==> src/hw/rtl/iie_pkg.sv <==
// Package for the interpreter instruction execute unit.
// Opcode, ALU and register index codes, field widths and reset constants.
// No dependencies.
package iie_pkg;

  localparam int unsigned PC_W        = 12;
  localparam int unsigned LIMIT_W     = 13;
  localparam int unsigned REG_W       = 8;
  localparam int unsigned INSTR_W     = 16;
  localparam int unsigned KEY_W       = 16;
  localparam int unsigned CFG_AW      = 1;
  localparam int unsigned CFG_DW      = 13;
  localparam int unsigned STACK_DEPTH_DEF = 16;

  localparam logic [PC_W-1:0]    RESET_PC        = 12'h200;
  localparam logic [LIMIT_W-1:0] RESET_PC_LIMIT  = 13'h0600;
  localparam logic [INSTR_W-1:0] W_CLS           = 16'h00E0;
  localparam logic [INSTR_W-1:0] W_RET           = 16'h00EE;
  localparam logic [REG_W-1:0]   KEY_SKP         = 8'h9E;
  localparam logic [REG_W-1:0]   KEY_SKNP        = 8'hA1;
  localparam logic [3:0]         FLAG_REG        = 4'hF;

  typedef enum logic [3:0] {
    OP_SYS     = 4'h0,
    OP_JP      = 4'h1,
    OP_CALL    = 4'h2,
    OP_SE_IMM  = 4'h3,
    OP_SNE_IMM = 4'h4,
    OP_SE_REG  = 4'h5,
    OP_LD_IMM  = 4'h6,
    OP_ADD_IMM = 4'h7,
    OP_ALU     = 4'h8,
    OP_SNE_REG = 4'h9,
    OP_LD_I    = 4'hA,
    OP_JP_V0   = 4'hB,
    OP_RND     = 4'hC,
    OP_DRAW    = 4'hD,
    OP_KEY     = 4'hE,
    OP_MISC    = 4'hF
  } op_t;

  typedef enum logic [3:0] {
    ALU_LD   = 4'h0,
    ALU_OR   = 4'h1,
    ALU_AND  = 4'h2,
    ALU_XOR  = 4'h3,
    ALU_ADD  = 4'h4,
    ALU_SUB  = 4'h5,
    ALU_SHR  = 4'h6,
    ALU_SUBN = 4'h7,
    ALU_SHL  = 4'hE
  } alu_t;

  typedef enum logic [CFG_AW-1:0] {
    CFG_START_PC = 1'b0,
    CFG_PC_LIMIT = 1'b1
  } cfg_idx_t;

endpackage

==> src/hw/rtl/interpreter_instruction_execute_unit.sv <==
// Top level of the interpreter instruction execute unit.
// Input register, register file, return stack, execute logic and result register.
// Depends on iie_pkg.

// Executes one 16-bit instruction per transfer and returns one result per instruction.
// Throughput is one instruction per clock while out_stall is low. out_valid rises once
// the input transfer has passed the input register and then the result register; the
// byte register file is read as the input register loads. The input register and the
// result register decouple the two sides, so one more instruction is taken while a
// result waits. pc resets to 0x200; no start_pc register is kept, so a write to it
// never shows. pc_limit applies from the next instruction on. There is no clearing
// pass: byte registers read zero until first written.
module interpreter_instruction_execute_unit #(
  parameter int unsigned STACK_DEPTH = iie_pkg::STACK_DEPTH_DEF
) (
  input  logic                              clk,
  input  logic                              rst_n,
  input  logic                              cfg_we,
  input  logic [iie_pkg::CFG_AW-1:0]        cfg_addr,
  input  logic [iie_pkg::CFG_DW-1:0]        cfg_wdata,
  input  logic                              in_valid,
  output logic                              in_stall,
  input  logic [iie_pkg::INSTR_W-1:0]       in_instr,
  input  logic [iie_pkg::KEY_W-1:0]         in_key_state,
  input  logic [iie_pkg::REG_W-1:0]         in_random_byte,
  output logic                              out_valid,
  input  logic                              out_stall,
  output logic [iie_pkg::PC_W-1:0]          out_pc_out,
  output logic [iie_pkg::PC_W-1:0]          out_index_out,
  output logic [iie_pkg::REG_W-1:0]         out_flag_out,
  output logic                              out_clear_screen,
  output logic                              out_unknown_op,
  output logic                              out_stack_fault,
  output logic                              out_halted
);

  localparam int unsigned AW  = (STACK_DEPTH > 1) ? $clog2(STACK_DEPTH) : 1;
  localparam int unsigned SPW = $clog2(STACK_DEPTH + 1);
  localparam int unsigned PW  = iie_pkg::PC_W;
  localparam int unsigned RW  = iie_pkg::REG_W;

  // configuration
  logic [iie_pkg::LIMIT_W-1:0] pc_limit_r;

  // input register
  logic                        in_vld_r;
  logic [iie_pkg::INSTR_W-1:0] instr_r;
  logic [iie_pkg::KEY_W-1:0]   keys_r;
  logic [RW-1:0]               rnd_r;
  logic                        in_acc;
  logic                        exe;
  logic [iie_pkg::INSTR_W-1:0] instr_nxt;

  // architectural state
  logic [PW-1:0]  pc_r;
  logic [PW-1:0]  idx_r;
  logic [SPW-1:0] sp_r;
  logic [RW-1:0]  vf_r;

  // register file (V0..VE; VF lives in vf_r)
  logic [RW-1:0] rf_mem [16];
  logic [15:0]   rf_ok_r;
  logic [RW-1:0] rdx_r;
  logic [RW-1:0] rdy_r;
  logic          rdx_ok_r;
  logic          rdy_ok_r;
  logic          wl_en_r;
  logic [3:0]    wl_a_r;
  logic [RW-1:0] wl_d_r;
  logic [3:0]    ax_nxt;
  logic [3:0]    ay_nxt;
  logic          rf_we;

  // return stack
  logic [PW-1:0] stk_mem [STACK_DEPTH];
  logic [PW-1:0] stk_rd_r;
  logic          push_last_r;
  logic [PW-1:0] push_d_r;
  logic [AW-1:0] stk_ra;
  logic [PW-1:0] tos;

  // result register
  logic          out_vld_r;
  logic [PW-1:0] out_pc_r;
  logic [PW-1:0] out_idx_r;
  logic [RW-1:0] out_flag_r;
  logic          out_cls_r;
  logic          out_unk_r;
  logic          out_fault_r;
  logic          out_halt_r;

  // execute
  iie_pkg::op_t  op;
  iie_pkg::alu_t alu;
  logic [3:0]    ax;
  logic [3:0]    ay;
  logic [RW-1:0] kk;
  logic [PW-1:0] nnn;
  logic [RW-1:0] vx;
  logic [RW-1:0] vy;
  logic [PW-1:0] pc_inc;
  logic [PW-1:0] pc_skip;
  logic          key_dn;
  logic [RW:0]   sum9;
  logic [PW-1:0] pc_exe;
  logic [PW-1:0] idx_exe;
  logic [SPW-1:0] sp_exe;
  logic [SPW-1:0] sp_nxt;
  logic          vx_we;
  logic [RW-1:0] vx_new;
  logic          flag_we;
  logic [RW-1:0] flag_val;
  logic [RW-1:0] vf_nxt;
  logic          cls;
  logic          unk;
  logic          fault;
  logic          push;

  // handshake
  assign exe       = in_vld_r && (!out_vld_r || !out_stall);
  assign in_stall  = in_vld_r && !exe;
  assign in_acc    = in_valid && !in_stall;
  assign instr_nxt = in_acc ? in_instr : instr_r;

  always_ff @(posedge clk) begin
    if (!rst_n) begin
      in_vld_r <= 1'b0;
    end else begin
      in_vld_r <= in_acc || (in_vld_r && !exe);
    end
  end

  always_ff @(posedge clk) begin
    if (in_acc) begin
      instr_r <= in_instr;
      keys_r  <= in_key_state;
      rnd_r   <= in_random_byte;
    end
  end

  always_ff @(posedge clk) begin
    if (!rst_n) begin
      pc_limit_r <= iie_pkg::RESET_PC_LIMIT;
    end else if (cfg_we && (cfg_addr == iie_pkg::CFG_PC_LIMIT)) begin
      pc_limit_r <= cfg_wdata;
    end
  end

  // register file read addresses follow what the input register holds next cycle;
  // Bnnn reads V0 on the second port
  assign ax_nxt = instr_nxt[11:8];
  assign ay_nxt = (instr_nxt[15:12] == iie_pkg::OP_JP_V0) ? 4'h0 : instr_nxt[7:4];

  always_ff @(posedge clk) begin
    if (rf_we) begin
      rf_mem[ax] <= vx_new;
    end
    rdx_r    <= rf_mem[ax_nxt];
    rdy_r    <= rf_mem[ay_nxt];
    rdx_ok_r <= rf_ok_r[ax_nxt];
    rdy_ok_r <= rf_ok_r[ay_nxt];
    wl_a_r   <= ax;
    wl_d_r   <= vx_new;
  end

  always_ff @(posedge clk) begin
    if (!rst_n) begin
      rf_ok_r <= '0;
      wl_en_r <= 1'b0;
    end else begin
      wl_en_r <= rf_we;
      if (rf_we) begin
        rf_ok_r[ax] <= 1'b1;
      end
    end
  end

  // return stack: top entry for the next stack pointer read into a register, with the last push bypassed
  assign stk_ra = (sp_nxt == '0) ? '0 : AW'(sp_nxt - SPW'(1));

  always_ff @(posedge clk) begin
    if (exe && push) begin
      stk_mem[sp_r[AW-1:0]] <= pc_inc;
    end
    stk_rd_r <= stk_mem[stk_ra];
    push_d_r <= pc_inc;
  end

  assign tos = push_last_r ? push_d_r : stk_rd_r;

  // operand fetch
  assign op      = iie_pkg::op_t'(instr_r[15:12]);
  assign alu     = iie_pkg::alu_t'(instr_r[3:0]);
  assign ax      = instr_r[11:8];
  assign ay      = (op == iie_pkg::OP_JP_V0) ? 4'h0 : instr_r[7:4];
  assign kk      = instr_r[7:0];
  assign nnn     = instr_r[11:0];
  assign pc_inc  = pc_r + PW'(2);
  assign pc_skip = pc_r + PW'(4);

  always_comb begin
    if (ax == iie_pkg::FLAG_REG) begin
      vx = vf_r;
    end else if (wl_en_r && (wl_a_r == ax)) begin
      vx = wl_d_r;
    end else begin
      vx = rdx_ok_r ? rdx_r : '0;
    end
    if (ay == iie_pkg::FLAG_REG) begin
      vy = vf_r;
    end else if (wl_en_r && (wl_a_r == ay)) begin
      vy = wl_d_r;
    end else begin
      vy = rdy_ok_r ? rdy_r : '0;
    end
  end

  assign key_dn = keys_r[vx[3:0]];
  assign sum9   = {1'b0, vx} + {1'b0, vy};

  always_comb begin
    pc_exe   = pc_inc;
    idx_exe  = idx_r;
    sp_exe   = sp_r;
    vx_we    = 1'b0;
    vx_new   = vx;
    flag_we  = 1'b0;
    flag_val = '0;
    cls      = 1'b0;
    unk      = 1'b0;
    fault    = 1'b0;
    push     = 1'b0;
    case (op)
      iie_pkg::OP_SYS: begin
        if (instr_r == iie_pkg::W_CLS) begin
          cls = 1'b1;
        end else if (instr_r == iie_pkg::W_RET) begin
          if (sp_r == '0) begin
            fault = 1'b1;
          end else begin
            sp_exe = sp_r - SPW'(1);
            pc_exe = tos;
          end
        end
      end
      iie_pkg::OP_JP: pc_exe = nnn;
      iie_pkg::OP_CALL: begin
        if (sp_r < SPW'(STACK_DEPTH)) begin
          push   = 1'b1;
          sp_exe = sp_r + SPW'(1);
          pc_exe = nnn;
        end else begin
          fault = 1'b1;
        end
      end
      iie_pkg::OP_SE_IMM:  if (vx == kk) pc_exe = pc_skip;
      iie_pkg::OP_SNE_IMM: if (vx != kk) pc_exe = pc_skip;
      iie_pkg::OP_SE_REG:  if (vx == vy) pc_exe = pc_skip;
      iie_pkg::OP_SNE_REG: if (vx != vy) pc_exe = pc_skip;
      iie_pkg::OP_LD_IMM: begin
        vx_we  = 1'b1;
        vx_new = kk;
      end
      iie_pkg::OP_ADD_IMM: begin
        vx_we  = 1'b1;
        vx_new = vx + kk;
      end
      iie_pkg::OP_ALU: begin
        case (alu)
          iie_pkg::ALU_LD: begin
            vx_we  = 1'b1;
            vx_new = vy;
          end
          iie_pkg::ALU_OR: begin
            vx_we  = 1'b1;
            vx_new = vx | vy;
          end
          iie_pkg::ALU_AND: begin
            vx_we  = 1'b1;
            vx_new = vx & vy;
          end
          iie_pkg::ALU_XOR: begin
            vx_we  = 1'b1;
            vx_new = vx ^ vy;
          end
          iie_pkg::ALU_ADD: begin
            vx_we    = 1'b1;
            vx_new   = sum9[RW-1:0];
            flag_we  = 1'b1;
            flag_val = RW'(sum9[RW]);
          end
          iie_pkg::ALU_SUB: begin
            vx_we    = 1'b1;
            vx_new   = vx - vy;
            flag_we  = 1'b1;
            flag_val = RW'(vx >= vy);
          end
          iie_pkg::ALU_SHR: begin
            vx_we    = 1'b1;
            vx_new   = {1'b0, vx[RW-1:1]};
            flag_we  = 1'b1;
            flag_val = RW'(vx[0]);
          end
          iie_pkg::ALU_SUBN: begin
            vx_we    = 1'b1;
            vx_new   = vy - vx;
            flag_we  = 1'b1;
            flag_val = RW'(vy >= vx);
          end
          iie_pkg::ALU_SHL: begin
            vx_we    = 1'b1;
            vx_new   = {vx[RW-2:0], 1'b0};
            flag_we  = 1'b1;
            flag_val = RW'(vx[RW-1]);
          end
          default: unk = 1'b1;
        endcase
      end
      iie_pkg::OP_LD_I:  idx_exe = nnn;
      iie_pkg::OP_JP_V0: pc_exe = nnn + PW'(vy);
      iie_pkg::OP_RND: begin
        vx_we  = 1'b1;
        vx_new = rnd_r & kk;
      end
      iie_pkg::OP_DRAW: ;
      iie_pkg::OP_KEY: begin
        if (kk == iie_pkg::KEY_SKP) begin
          if (key_dn) pc_exe = pc_skip;
        end else if (kk == iie_pkg::KEY_SKNP) begin
          if (!key_dn) pc_exe = pc_skip;
        end else begin
          unk = 1'b1;
        end
      end
      iie_pkg::OP_MISC: unk = 1'b1;
      default: unk = 1'b1;
    endcase
  end

  // flag wins over a result written to VF
  always_comb begin
    if (flag_we) begin
      vf_nxt = flag_val;
    end else if (vx_we && (ax == iie_pkg::FLAG_REG)) begin
      vf_nxt = vx_new;
    end else begin
      vf_nxt = vf_r;
    end
  end

  assign rf_we  = exe && vx_we && (ax != iie_pkg::FLAG_REG);
  assign sp_nxt = exe ? sp_exe : sp_r;

  always_ff @(posedge clk) begin
    if (!rst_n) begin
      pc_r        <= iie_pkg::RESET_PC;
      idx_r       <= '0;
      sp_r        <= '0;
      vf_r        <= '0;
      push_last_r <= 1'b0;
    end else begin
      push_last_r <= exe && push;
      if (exe) begin
        pc_r  <= pc_exe;
        idx_r <= idx_exe;
        sp_r  <= sp_exe;
        vf_r  <= vf_nxt;
      end
    end
  end

  // result register
  always_ff @(posedge clk) begin
    if (!rst_n) begin
      out_vld_r <= 1'b0;
    end else begin
      out_vld_r <= exe || (out_vld_r && out_stall);
    end
  end

  always_ff @(posedge clk) begin
    if (exe) begin
      out_pc_r    <= pc_exe;
      out_idx_r   <= idx_exe;
      out_flag_r  <= vf_nxt;
      out_cls_r   <= cls;
      out_unk_r   <= unk;
      out_fault_r <= fault;
      out_halt_r  <= ({1'b0, pc_exe} >= pc_limit_r);
    end
  end

  assign out_valid        = out_vld_r;
  assign out_pc_out       = out_pc_r;
  assign out_index_out    = out_idx_r;
  assign out_flag_out     = out_flag_r;
  assign out_clear_screen = out_cls_r;
  assign out_unknown_op   = out_unk_r;
  assign out_stack_fault  = out_fault_r;
  assign out_halted       = out_halt_r;

  // checks
  a_sp_bound: assert property (@(posedge clk) disable iff (!rst_n)
    sp_r <= SPW'(STACK_DEPTH))
    else $error("stack pointer beyond depth");

  a_stall_cause: assert property (@(posedge clk) disable iff (!rst_n)
    in_stall |-> (in_vld_r && out_vld_r && out_stall))
    else $error("input stalled without a blocked result");

  a_exe_result: assert property (@(posedge clk) disable iff (!rst_n)
    exe |=> out_valid)
    else $error("executed instruction produced no result");

  a_sp_step: assert property (@(posedge clk) disable iff (!rst_n)
    (sp_r != $past(sp_r)) |-> ($past(exe) &&
      ((sp_r == $past(sp_r) + SPW'(1)) || (sp_r == $past(sp_r) - SPW'(1)))))
    else $error("stack pointer moved without a single push or pop");

endmodule

==> config.mk <==
export PLATFORM = sky130hd
export DESIGN_NAME = interpreter_instruction_execute_unit
export DESIGN_NICKNAME = d
export VERILOG_FILES = /design/src/hw/rtl/iie_pkg.sv /design/src/hw/rtl/interpreter_instruction_execute_unit.sv
export SDC_FILE = /design/constraint.sdc
export NUM_CORES = 1
export LEC_CHECK = 0
export BUFFER_PORTS_ARGS = -buffer_cell sky130_fd_sc_hd__clkbuf_2
export CORE_AREA = 2 2 189 237
export CTS_CLUSTER_SIZE = 8
export DETAILED_ROUTE_END_ITERATION = 10
export DIE_AREA = 0 0 191 239
export GPL_TIMING_DRIVEN = 0
export HOLD_SLACK_MARGIN = 0.03
export PLACE_DENSITY = 0.87
export SYNTH_ARGS = -nofsm -noshare
export SYNTH_HDL_FRONTEND = slang
export SYNTH_SLANG_ARGS = --single-unit
==> constraint.sdc <==
create_clock -name clk -period 6.6 [get_ports clk]
set_input_delay 0.33 -clock clk [delete_from_list [all_inputs] [get_ports clk]]
set_output_delay 0.33 -clock clk [all_outputs]
set_load 0.05 [all_outputs]
======== After elaboration in Yosys (flattened, before gate mapping) ========
Memory sizes are Yosys's and may differ from the RTL's. A register that Yosys moved wholly into a read port is not among the register bits.
Cells that the tools add are included.
Widths: inputs -> output; s select.
operators by class
  add/sub/neg operators ................... 10
  order comparisons ....................... 9
  equality and inequality tests ........... 36
  multiplexer cells ....................... 65
  bitwise operators ....................... 5
  reductions and logical operators ........ 26
operator list
  kind                   count
  $mux 12                14
  $pmux 12 s9            1
  $pmux 8 s9             1
  $mux 8                 8
  $eq 4x4->1 const B     11
  $eq 16x8->1 const B    2
  $eq 4x3->1 const B     8
  $pmux 8 s4             1
  $mux 5                 5
  $mux 1                 22
  $lt 4x5->1 const B     4
  $and 8x8->8            2
  $eq 4x2->1 const B     4
  $eq 8x8->1             2
  $eq 8x8->1 const B     2
  $ge 8x8->1             2
  $mux 16                1
  $ne 8x8->1             2
  $or 16x16->16          1
  $sub 8x8->8            2
  $ge 12x13->1           1
  $add 12x2->12 const B  1
  $add 12x3->12 const B  1
  $add 12x8->12          1
  other kinds (27)       52
word-level totals
  bits in registers ....................... 172
  bits in writable memories ............... 320
  input bits .............................. 59
  memories kept ........................... 2
memories
  name     words  width  rd ports  clocked after Yosys merged registers in  write ports  line                                        source
  stk_mem  16     12     1         1                                        1            interpreter_instruction_execute_unit.sv:75  logic [PW-1:0] stk_mem [STACK_DEPTH];
  rf_mem   16     8      2         2                                        1            interpreter_instruction_execute_unit.sv:61  logic [RW-1:0] rf_mem [16];

======== Depth between registers and ports, before layout ========
Gate-level depths: netlist of the first run.
  depth after elaboration ................. 12
  mapped depth ............................ 30
  mapped depth without buffers ............ 28

======== Worst setup path before layout of the first run ========
Ideal clock, no wire load.
  kind .................................... register -> register
  start point ............................. reg instr_r[14] (netlist name)
  end point ............................... reg out_halt_r (netlist: out_halted), data pin
  setup time .............................. 0.254 ns
  data arrival time ....................... 5.195 ns
  required time ........................... 6.346 ns
  path slack .............................. 1.151 ns
  stages on the path, launching flop included .. 29
  buffers on the path ..................... 2
  clock period less this slack ............ 5.449 ns
  path through ............................ dfxtp_1 -> clkbuf_1 -> and4b_1 -> buf_2 -> nor2_1 -> o32ai_2 -> nand3_1 -> mux2i_1 -> mux2_2 -> ha_1 -> fa_1 -> a21o_1 -> a21oi_1 -> o21bai_1 -> a21oi_1 -> xnor2_1 -> a21oi_1 -> o221a_2 -> a21oi_1 -> a2bb2oi_1 -> ha_1 -> a21o_1 -> a21o_1 -> a21oi_1 -> o21ai_0 -> a21oi_1 -> o21ai_0 -> a21oi_1 -> nor2_1
on the way
  longest elaborated chain between the ends .. 10
  elaborated cells on any way between the ends .. 26
ends and longest elaborated chain
  element                                                                line                                         source
  start: declaration                                                     interpreter_instruction_execute_unit.sv:47   logic [iie_pkg::INSTR_W-1:0] instr_r;
  start signal: assignment                                               interpreter_instruction_execute_unit.sv:135  instr_r <= in_instr;
  parallel branches: the longest is 8 deep, another holds $add 12x8->12  n/a
  $pmux 12 s9 *                                                          interpreter_instruction_execute_unit.sv:233  case (op)
  via pc_exe[6]                                                          interpreter_instruction_execute_unit.sv:105  logic [PW-1:0] pc_exe;
  $ge 12x13->1 *                                                         interpreter_instruction_execute_unit.sv:389  out_halt_r <= ({1'b0, pc_exe} >= pc_limit_r);
  end signal: assignment                                                 interpreter_instruction_execute_unit.sv:389
  end: declaration                                                       interpreter_instruction_execute_unit.sv:90   logic out_halt_r;
Mark *: on every way through the listed nets, which the timed path passes.
A chain may end at the register's enable or synchronous reset.

======== Worst setup path after layout of the first run ========
  start point ............................. reg instr_r[4] (netlist name)
  end point ............................... reg out_halt_r (netlist: out_halted), data pin
on the way
  longest elaborated chain between the ends .. 9
  elaborated cells on any way between the ends .. 26
ends and longest elaborated chain
  element                                                                line
  parallel branches: the longest is 7 deep, another holds $add 12x8->12  n/a
  $pmux 12 s9 *                                                          interpreter_instruction_execute_unit.sv:233
  via pc_exe[7]                                                          interpreter_instruction_execute_unit.sv:105
  $ge 12x13->1 *                                                         interpreter_instruction_execute_unit.sv:389
Marked as above.

==> summary.txt, run 1 <==
Run status
  • Outcome: complete, no violations

Critical path
  • Worst Setup End Kind: register
  • Crit path launch type: register
  • Most used cell, CP: nor2_1
  • Worst-path cell chain: buf_4 > clkinvlp_4 > or3_1 > clkbuf_2 > nor2_1 > a31o_2 > inv_1 > ha_1 > nand4b_1 > nor2_4 > mux2i_2 > nor2_4 > nor2_1 > o21ai_0 > a2111oi_2 > nor2_1 > ha_1 > a21o_1 > a21oi_1 > o21ai_0 > a21oi_1 > o21ai_0 > a21oi_1 > nor2_1
  • Critical Path AT: a little under 7 ns
  • R2R setup slack: 0.22 ns
  • R2R cell count: 24
  • Slowest cell delay on critical path: 0.55 ns
  • Setup CP Type: reg2reg
  • Data required, critical path: about 7.0 ns
  • CP Max Fanout: 10
  • Worst path slowest cell: dfxtp_2

Timing
  • Part of the cycle the worst path needs: 0.967
  • Fmax: 157 MHz
  • Final Setup Violations: 0
  • Setup Skew: about 0.028 ns
  • Slew margin rel.: 0.0231
  • Setup TNS: 0 ns
  • Actual slew at the worst max-slew pin: ~1.5 ns
  • Final hold vios: 0
  • RSZ-0062 raised after global routing: false
  • Final worst-path setup slack: around 0.22 ns
  • Fin. max-slew vios: 0
  • Final min period: ~6.4 ns

Layout
  • Leading cell types in the layout, fill and taps excluded: edfxtp_1 (384), nand2_1 (266), clkbuf_1 (139)
  • Commonest non-fill, non-tap cell in the layout: edfxtp_1
  • Layout cells sized above 1: 0.127
  • Ant diodes: 0
  • Filler cells: between 3000 and 4000
  • Synthesis-to-finish area growth: 16.7%
  • Final net count: roughly 2600

Hold path
  • Hold Path Class: in2reg
  • Min-Delay Path Depth: 4

Synthesis
  • Main flop type after synthesis: edfxtp_1
  • Asr flop ratio synth: 0
  • Yosys cell types: 92
  • Post-synth EDFFs: roughly 380
  • Synth warn: 0
  • Gate Count Post-Synth: 2262
  • Synth Register Bits: 520
  • Cell Area, Synth: approximately 26000 um2
  • Sequential area share after synthesis: 0.554
  • Mean Syn Cell Area: around 11 um2

Placed design
  • GPL Wtd Cong: roughly 1.1
  • Port Buffers: between 90 and 100
  • DPL Wire Length: between 60 and 70 mm
  • Worst slack at placement: -0.825 ns

Global routing
  • GRT Resource Usage Total: 0.396
  • First-pass GRT wire length: approximately 130 mm
  • Aggregate global routing overflow: 0
  • Vias in the first global route: 20800
  • Initial antenna violation count: 1
  • Pin count of the biggest net entering global routing: 38

Routing
  • Pre-antenna DRT Iters: 6
  • Wire per inst: ~29 um
  • DRC errors left: 0
  • Routed Antenna Nets: 0
  • Number of vias per cell: 6.66
  • WL final: 90.0 mm
  • DRT iter0 DRCs: about 2200
  • Vias: between 20000 and 25000

Flow run
  • Number of max-cap violations: 0

Floorplanning
  • Die width: roughly 190 um
  • Chip Height: 239 um
  • Initial Utilization: 0.590
  • Die Area: roughly 46000 um2
  • I/O pin cnt: 97
  • Row cnt: 86
  • Std-Cell Core Area: 43600 um2

Power
  • PD cells: around 310 nW/um2
  • Pwr Total: about 9.4 mW
  • VDD IR max: about 0.00033 V
  • Leakage: 11.5 nW

Clock network
  • Clock Sink Count: 520
  • CTS tree: built
  • Skew-Pair Late Insertion Delay: ~0.63 ns
  • Longest Clk Path Bufs: 3
  • Root Buffer: clkbuf_16
  • Htree depth: 3
  • Number of CTS-inserted buffers: 75
  • Reg clk slew, reported paths: 0.05 ns
routing by layer:
| metal | global-route usage | vias to the layer above | share of wire |
|---|---|---|---|
| met5 | 0 | - | 0 |
| met4 | 0.344 | 0 | 0.10 |
| met3 | 0.0586 | 391 | 0.073 |
| met2 | 0.670 | 1322 | 0.49 |
| met1 | 0.435 | 10100 | 0.34 |
| li1 | - | 8971 | - |
synthesized netlist by cell type (all sizes together), types with 16 or more instances:
library cell	n	area, um2
a21boi	25	188
a21o	17	128
a21oi	128	641
a221oi	18	158
a311oi	27	236
a31oi	21	131
a32oi	24	210
and2	20	125
and3	39	249
buf	41	228
clkbuf	100	375
dfxtp	136	2720
edfxtp	384	11500
ha	67	838
inv	82	310
mux2	18	206
mux2i	142	1430
mux4	26	634
nand2	266	998
nand2b	17	106
nand3	87	458
nand4	16	106
nor2	143	537
nor2b	23	144
nor3	22	110
o21a	21	158
o21ai	84	454
o221ai	23	201
o22ai	23	144
xnor2	37	343
flip-flops by register name (all words and copies together), names as in the netlist, 13 cells and up:
signal and count:
rf_mem 128, instr_r 16, pc_limit_r 13, rf_ok_r 16, keys_r 16, stk_mem 192
critical path: cells and delay by family (launching register included):
kind / cells / cell delay, ns
fa+ha+maj: 2 / 0.75
compound gates: 9 / 1.81
mux: 1 / 0.33
buf+inv: 4 / 0.98
flops: 1 / 0.55
simple gates: 8 / 1.71
area by class of cell:
class                           count  area [um2]  share of cell area
Sequential cell                   520       14300               0.475
Clock inverter                      9         145             0.00483
Multi-Input combinational cell   1526       10800               0.361
Inverter                           82         318              0.0106
Buffer                            137         604              0.0201
Tap cell                          572         716              0.0238
Timing Repair Buffer              155        1090              0.0363
Clock buffer                      124        2060              0.0686
final timing paths:
check	from	endpoint
worst max-delay path	instr_r[4]$_DFF_P_	out_halted$_DFFE_PP_
worst min-delay path	cfg_addr	pc_limit_r[12]$_SDFFE_PN0P_
worst min register to register	instr_r[10]$_DFF_P_	wl_a_r[2]$_DFF_P_
worst max register to register	instr_r[4]$_DFF_P_	out_halted$_DFFE_PP_
power by group:
group          internal [mW]  switching (mW)
combinational          0.625            1.32
clock                   2.18            1.48
sequential              3.71          0.0787
total                   6.51            2.87
through the flow:
stage               instance area (um2)   util  std cells  hold WS (ns)
floorplan                         25800      -       2269         0.326
global placement                  27000  0.619       2937         0.336
detailed placement                27100  0.622       2941         0.342
CTS                               29900  0.686       3122        0.0315
global route                      30000  0.689       3125        0.0887
finish                            30000  0.689       3125        0.0543
logic make-up after synthesis:
group                      count (synthesis)  share of synthesized area
AOI/OAI and AO/OA                        527                      0.143
xor gates and xnor gates                  49                     0.0174
adders and majority gates                 72                     0.0365
buffers and inverters                    223                     0.0355
DFF                                      520                      0.554
muxes                                    186                     0.0882
other                                      1                   0.000146
and+or+nand+nor                          684                      0.126
what timing repair did:
action,CTS,global route
hold buffers,48,0
setup endpoints to repair,1,1
gates cloned,0,0
resized for setup,23,31
buffers inserted,0,6
hold endpoints to repair,48,0
pin swaps,0,2
Note: power is estimated with default switching activity, not from simulation.
==> inputs of run 2 (changes only) <==
--- a/config.mk
+++ b/config.mk
@@ -6,13 +6,14 @@
 export NUM_CORES = 1
 export LEC_CHECK = 0
 export BUFFER_PORTS_ARGS = -buffer_cell sky130_fd_sc_hd__clkbuf_2
-export CORE_AREA = 2 2 189 237
+export CAP_MARGIN = 20
+export CORE_AREA = 2 2 230 289
 export CTS_CLUSTER_SIZE = 8
 export DETAILED_ROUTE_END_ITERATION = 10
-export DIE_AREA = 0 0 191 239
+export DIE_AREA = 0 0 232 291
 export GPL_TIMING_DRIVEN = 0
 export HOLD_SLACK_MARGIN = 0.03
-export PLACE_DENSITY = 0.87
+export PLACE_DENSITY = 0.65
 export SYNTH_ARGS = -nofsm -noshare
 export SYNTH_HDL_FRONTEND = slang
 export SYNTH_SLANG_ARGS = --single-unit
==> run 2 against run 1 <==
  * Clock skew grew 0.012 ns
  * Critical path depth is the same
  * Final area rose by 1.5%
  * Global-route usage fell by 15 points
  * Cell count increased by 9.5%
  * Flip-flop and latch count is the same
  * Routed wire length down 5.0%
  * Largest power group unchanged
  * Die area increased by 48%
  * Largest cell class unchanged
  * Hold slack improved by 0.019 ns
  * Maximum frequency increased by 0.11%
  * Highest routed layer unchanged
  * Clock-buffer cell count up 1
  * Clock power shrank 2%
==> summary.txt, run 2 (synthesized netlist as in run 1, its figures left out) <==
Run status
  • Outcome: complete, no violations

Global routing
  • First-pass GRT wire length: 125 mm (-5.0%)
  • Vias in the first global route: 19900 (-4.3%)
  • GRT Resource Usage Total: 0.248 (-0.148)
  • Pin count of the biggest net entering global routing: 36 (-5.3%)
  • Initial antenna violation count: 0 (-1)
  • Aggregate global routing overflow: 0 (unchanged)

Routing
  • Routed Antenna Nets: 0 (unchanged)
  • Pre-antenna DRT Iters: 6 (unchanged)
  • DRT iter0 DRCs: 1628 (-26%)
  • DRC errors left: 0 (unchanged)
  • Wire per inst: 25.0 um (-13%)
  • WL final: 85.6 mm (-5.0%)
  • Vias: 20000 (-3.8%)
  • Number of vias per cell: 5.85 (-12%)

Timing
  • Fmax: 157 MHz (+0.11%)
  • Part of the cycle the worst path needs: 0.966 (-0.00103)
  • Setup TNS: 0 ns (unchanged)
  • Actual slew at the worst max-slew pin: 1.11 ns (-0.352 ns)
  • Final min period: 6.38 ns (-0.00678 ns)
  • Slew margin rel.: 0.240 (+0.217)
  • Final Setup Violations: 0 (unchanged)
  • Final hold vios: 0 (unchanged)
  • Final worst-path setup slack: 0.223 ns (+0.00678 ns)
  • Setup Skew: 0.0399 ns (+0.0115 ns)
  • Fin. max-slew vios: 0 (unchanged)

Critical path
  • Worst path slowest cell: dfxtp_1
  • Worst Setup End Kind: register
  • Setup CP Type: reg2reg
  • R2r startpoint: instr_r[4]$_DFF_P_
  • Data required, critical path: 6.96 ns (-0.02 ns)
  • Crit path launch type: register
  • Critical Path AT: 6.74 ns (-0.03 ns)
  • Slowest cell delay on critical path: 0.51 ns (-0.04 ns)
  • Crit path from: instr_r[4]$_DFF_P_
  • CP Max Fanout: 10 (unchanged)
  • Worst-path cell chain: clkbuf_4 > clkinvlp_4 > or3_1 > clkbuf_2 > nor2_1 > a31o_2 > inv_1 > ha_1 > nand4b_1 > nor2_4 > mux2i_1 > nor2_2 > nor2_1 > o21ai_0 > a2111oi_2 > nor2_1 > ha_1 > a21o_1 > a21oi_1 > o21ai_0 > a21oi_1 > o21ai_0 > a21oi_1 > nor2_1
  • Most used cell, CP: nor2_1

Power
  • Combinational share of power: 0.205 (-0.002)
  • Sequential Power Share: 0.409 (+0.005)
  • PD cells: 304 nW/um2 (-2.8%)
  • Leakage: 11.5 nW (+0.61%)
  • Int Power: 6.49 mW (-0.30%)
  • Clk pwr share: 0.386 (-0.003)
  • VDD IR max: 0.000176 V (-46%)
  • Net Sw Power: 2.77 mW (-3.5%)
  • Sw Share: 0.299 (-0.00688)

Clock network
  • Clock Sink Count: 520 (unchanged)
  • CTS tree: built
  • Number of CTS-inserted buffers: 75 (unchanged)
  • Reg clk slew, reported paths: 0.05 ns (about the same)
  • Htree depth: 3 (unchanged)
  • Root Buffer: clkbuf_16
  • Skew-Pair Late Insertion Delay: 0.63 ns (about the same)
  • Longest Clk Path Bufs: 3 (unchanged)

Layout
  • Max FFs per register: 192 (unchanged)
  • Ant diodes: 0 (unchanged)
  • Leading cell types in the layout, fill and taps excluded: edfxtp_1 (384), nand2_1 (266), clkbuf_1 (139), nor2_1 (139), mux2i_1 (139)
  • Commonest non-fill, non-tap cell in the layout: edfxtp_1
  • Synthesis-to-finish area growth: 18.5%
  • Layout cells sized above 1: 0.131 (+0.00443)
  • Final net count: 2643 (+0.57%)

Floorplanning
  • Row cnt: 105 (+22%)
  • Die width: 232 um (+21%)
  • Die Area: 67500 um2 (+48%)
  • Chip Height: 291 um (+22%)
  • Initial Utilization: 0.396 (-0.195)
  • I/O pin cnt: 97 (unchanged)
  • Std-Cell Core Area: 65000 um2 (+49%)

Placed design
  • DPL Wire Length: 62.5 mm (-0.48%)
  • Worst slack at placement: -0.970 ns (-0.146 ns)
  • Port Buffers: 96 (unchanged)
  • GPL Wtd Cong: 0.987 (-6.4%)

Hold path
  • Hold Path Class: in2reg
  • Hold Crit Start: in_instr[13]

Flow run
  • Number of max-cap violations: 0 (unchanged)
## run 2: changes by cell type in the layout (fill, tap and decap cells not counted), sizes merged
cell,previous run,this run
dlygate4sd3,48,47
inv,85,84
clkinvlp,2,1
clkbuf,314,317
buf,54,68
bufinv,1,0
## run 2: layout make-up
| type | instances | area [um2] |
|---|---|---|
| timing repair buffer | 170 | 1210 |
| multi-input combinational | 1526 | 10800 |
| buffer | 137 | 604 |
| clock inverter | 6 | 110 |
| inverter | 82 | 314 |
| fill | 5902 | 34500 |
| clock buffer | 125 | 2090 |
| sequential | 520 | 14300 |
| tap | 856 | 1070 |
## run 2: through the flow
step	total power [mW]	util	instance area, um2	instances	hold WS (ns)
CTS	9.25	0.465	30300	3408	0.0324
floorplan	4.97	-	25800	2269	0.326
global placement	5.60	0.420	27300	3221	0.341
finish	9.26	0.469	30500	3422	0.0736
global route	9.58	0.469	30500	3422	0.0910
detailed placement	5.63	0.423	27500	3231	0.342
## run 2: timing repair
item                       in CTS  in global routing
buffers inserted                0                  7
hold endpoints to repair       46                  0
setup endpoints to repair      34                 17
pin swaps                       0                  4
hold buffers                   47                  0
resized for setup              25                 24
## run 2: final timing paths
kind / endpoint / slack, ns / depth (start not counted)
min reg2reg: wl_a_r[2]$_DFF_P_ / 0.35 / 0
min: instr_r[13]$_DFF_P_ / 0.07 / 3
max: out_halted$_DFFE_PP_ / 0.22 / 24
max reg2reg: out_halted$_DFFE_PP_ / 0.22 / 24
## run 2: metal layers
metal	track usage	vias up	share of wire
met5	0	-	0
met3	0.0342	273	0.056
met1	0.275	9869	0.36
li1	-	9011	-
met2	0.438	865	0.51
met4	0.170	0	0.074
## run 2: worst max-delay path: cells and delay by family, from the launching register on
kind	cells	cell delay, ns
buffers and inverters	4	1.06
multiplexers	1	0.27
AND/OR/NAND/NOR	8	1.78
AO/OA/AOI/OAI	9	1.72
adder cells (fa/ha/maj)	2	0.75
flip-flops	1	0.51
## run 2: power groups by stage
stage          combinational (mW)  sequential (mW)  clock [mW]
2_1_floorplan                1.11             3.86           0
3_3_place_gp                 1.76             3.84           0
3_5_place_dp                 1.79             3.84           0
4_1_cts                      1.84             3.78        3.64
5_1_grt                      2.02             3.79        3.77
6_report                     1.90             3.78        3.58
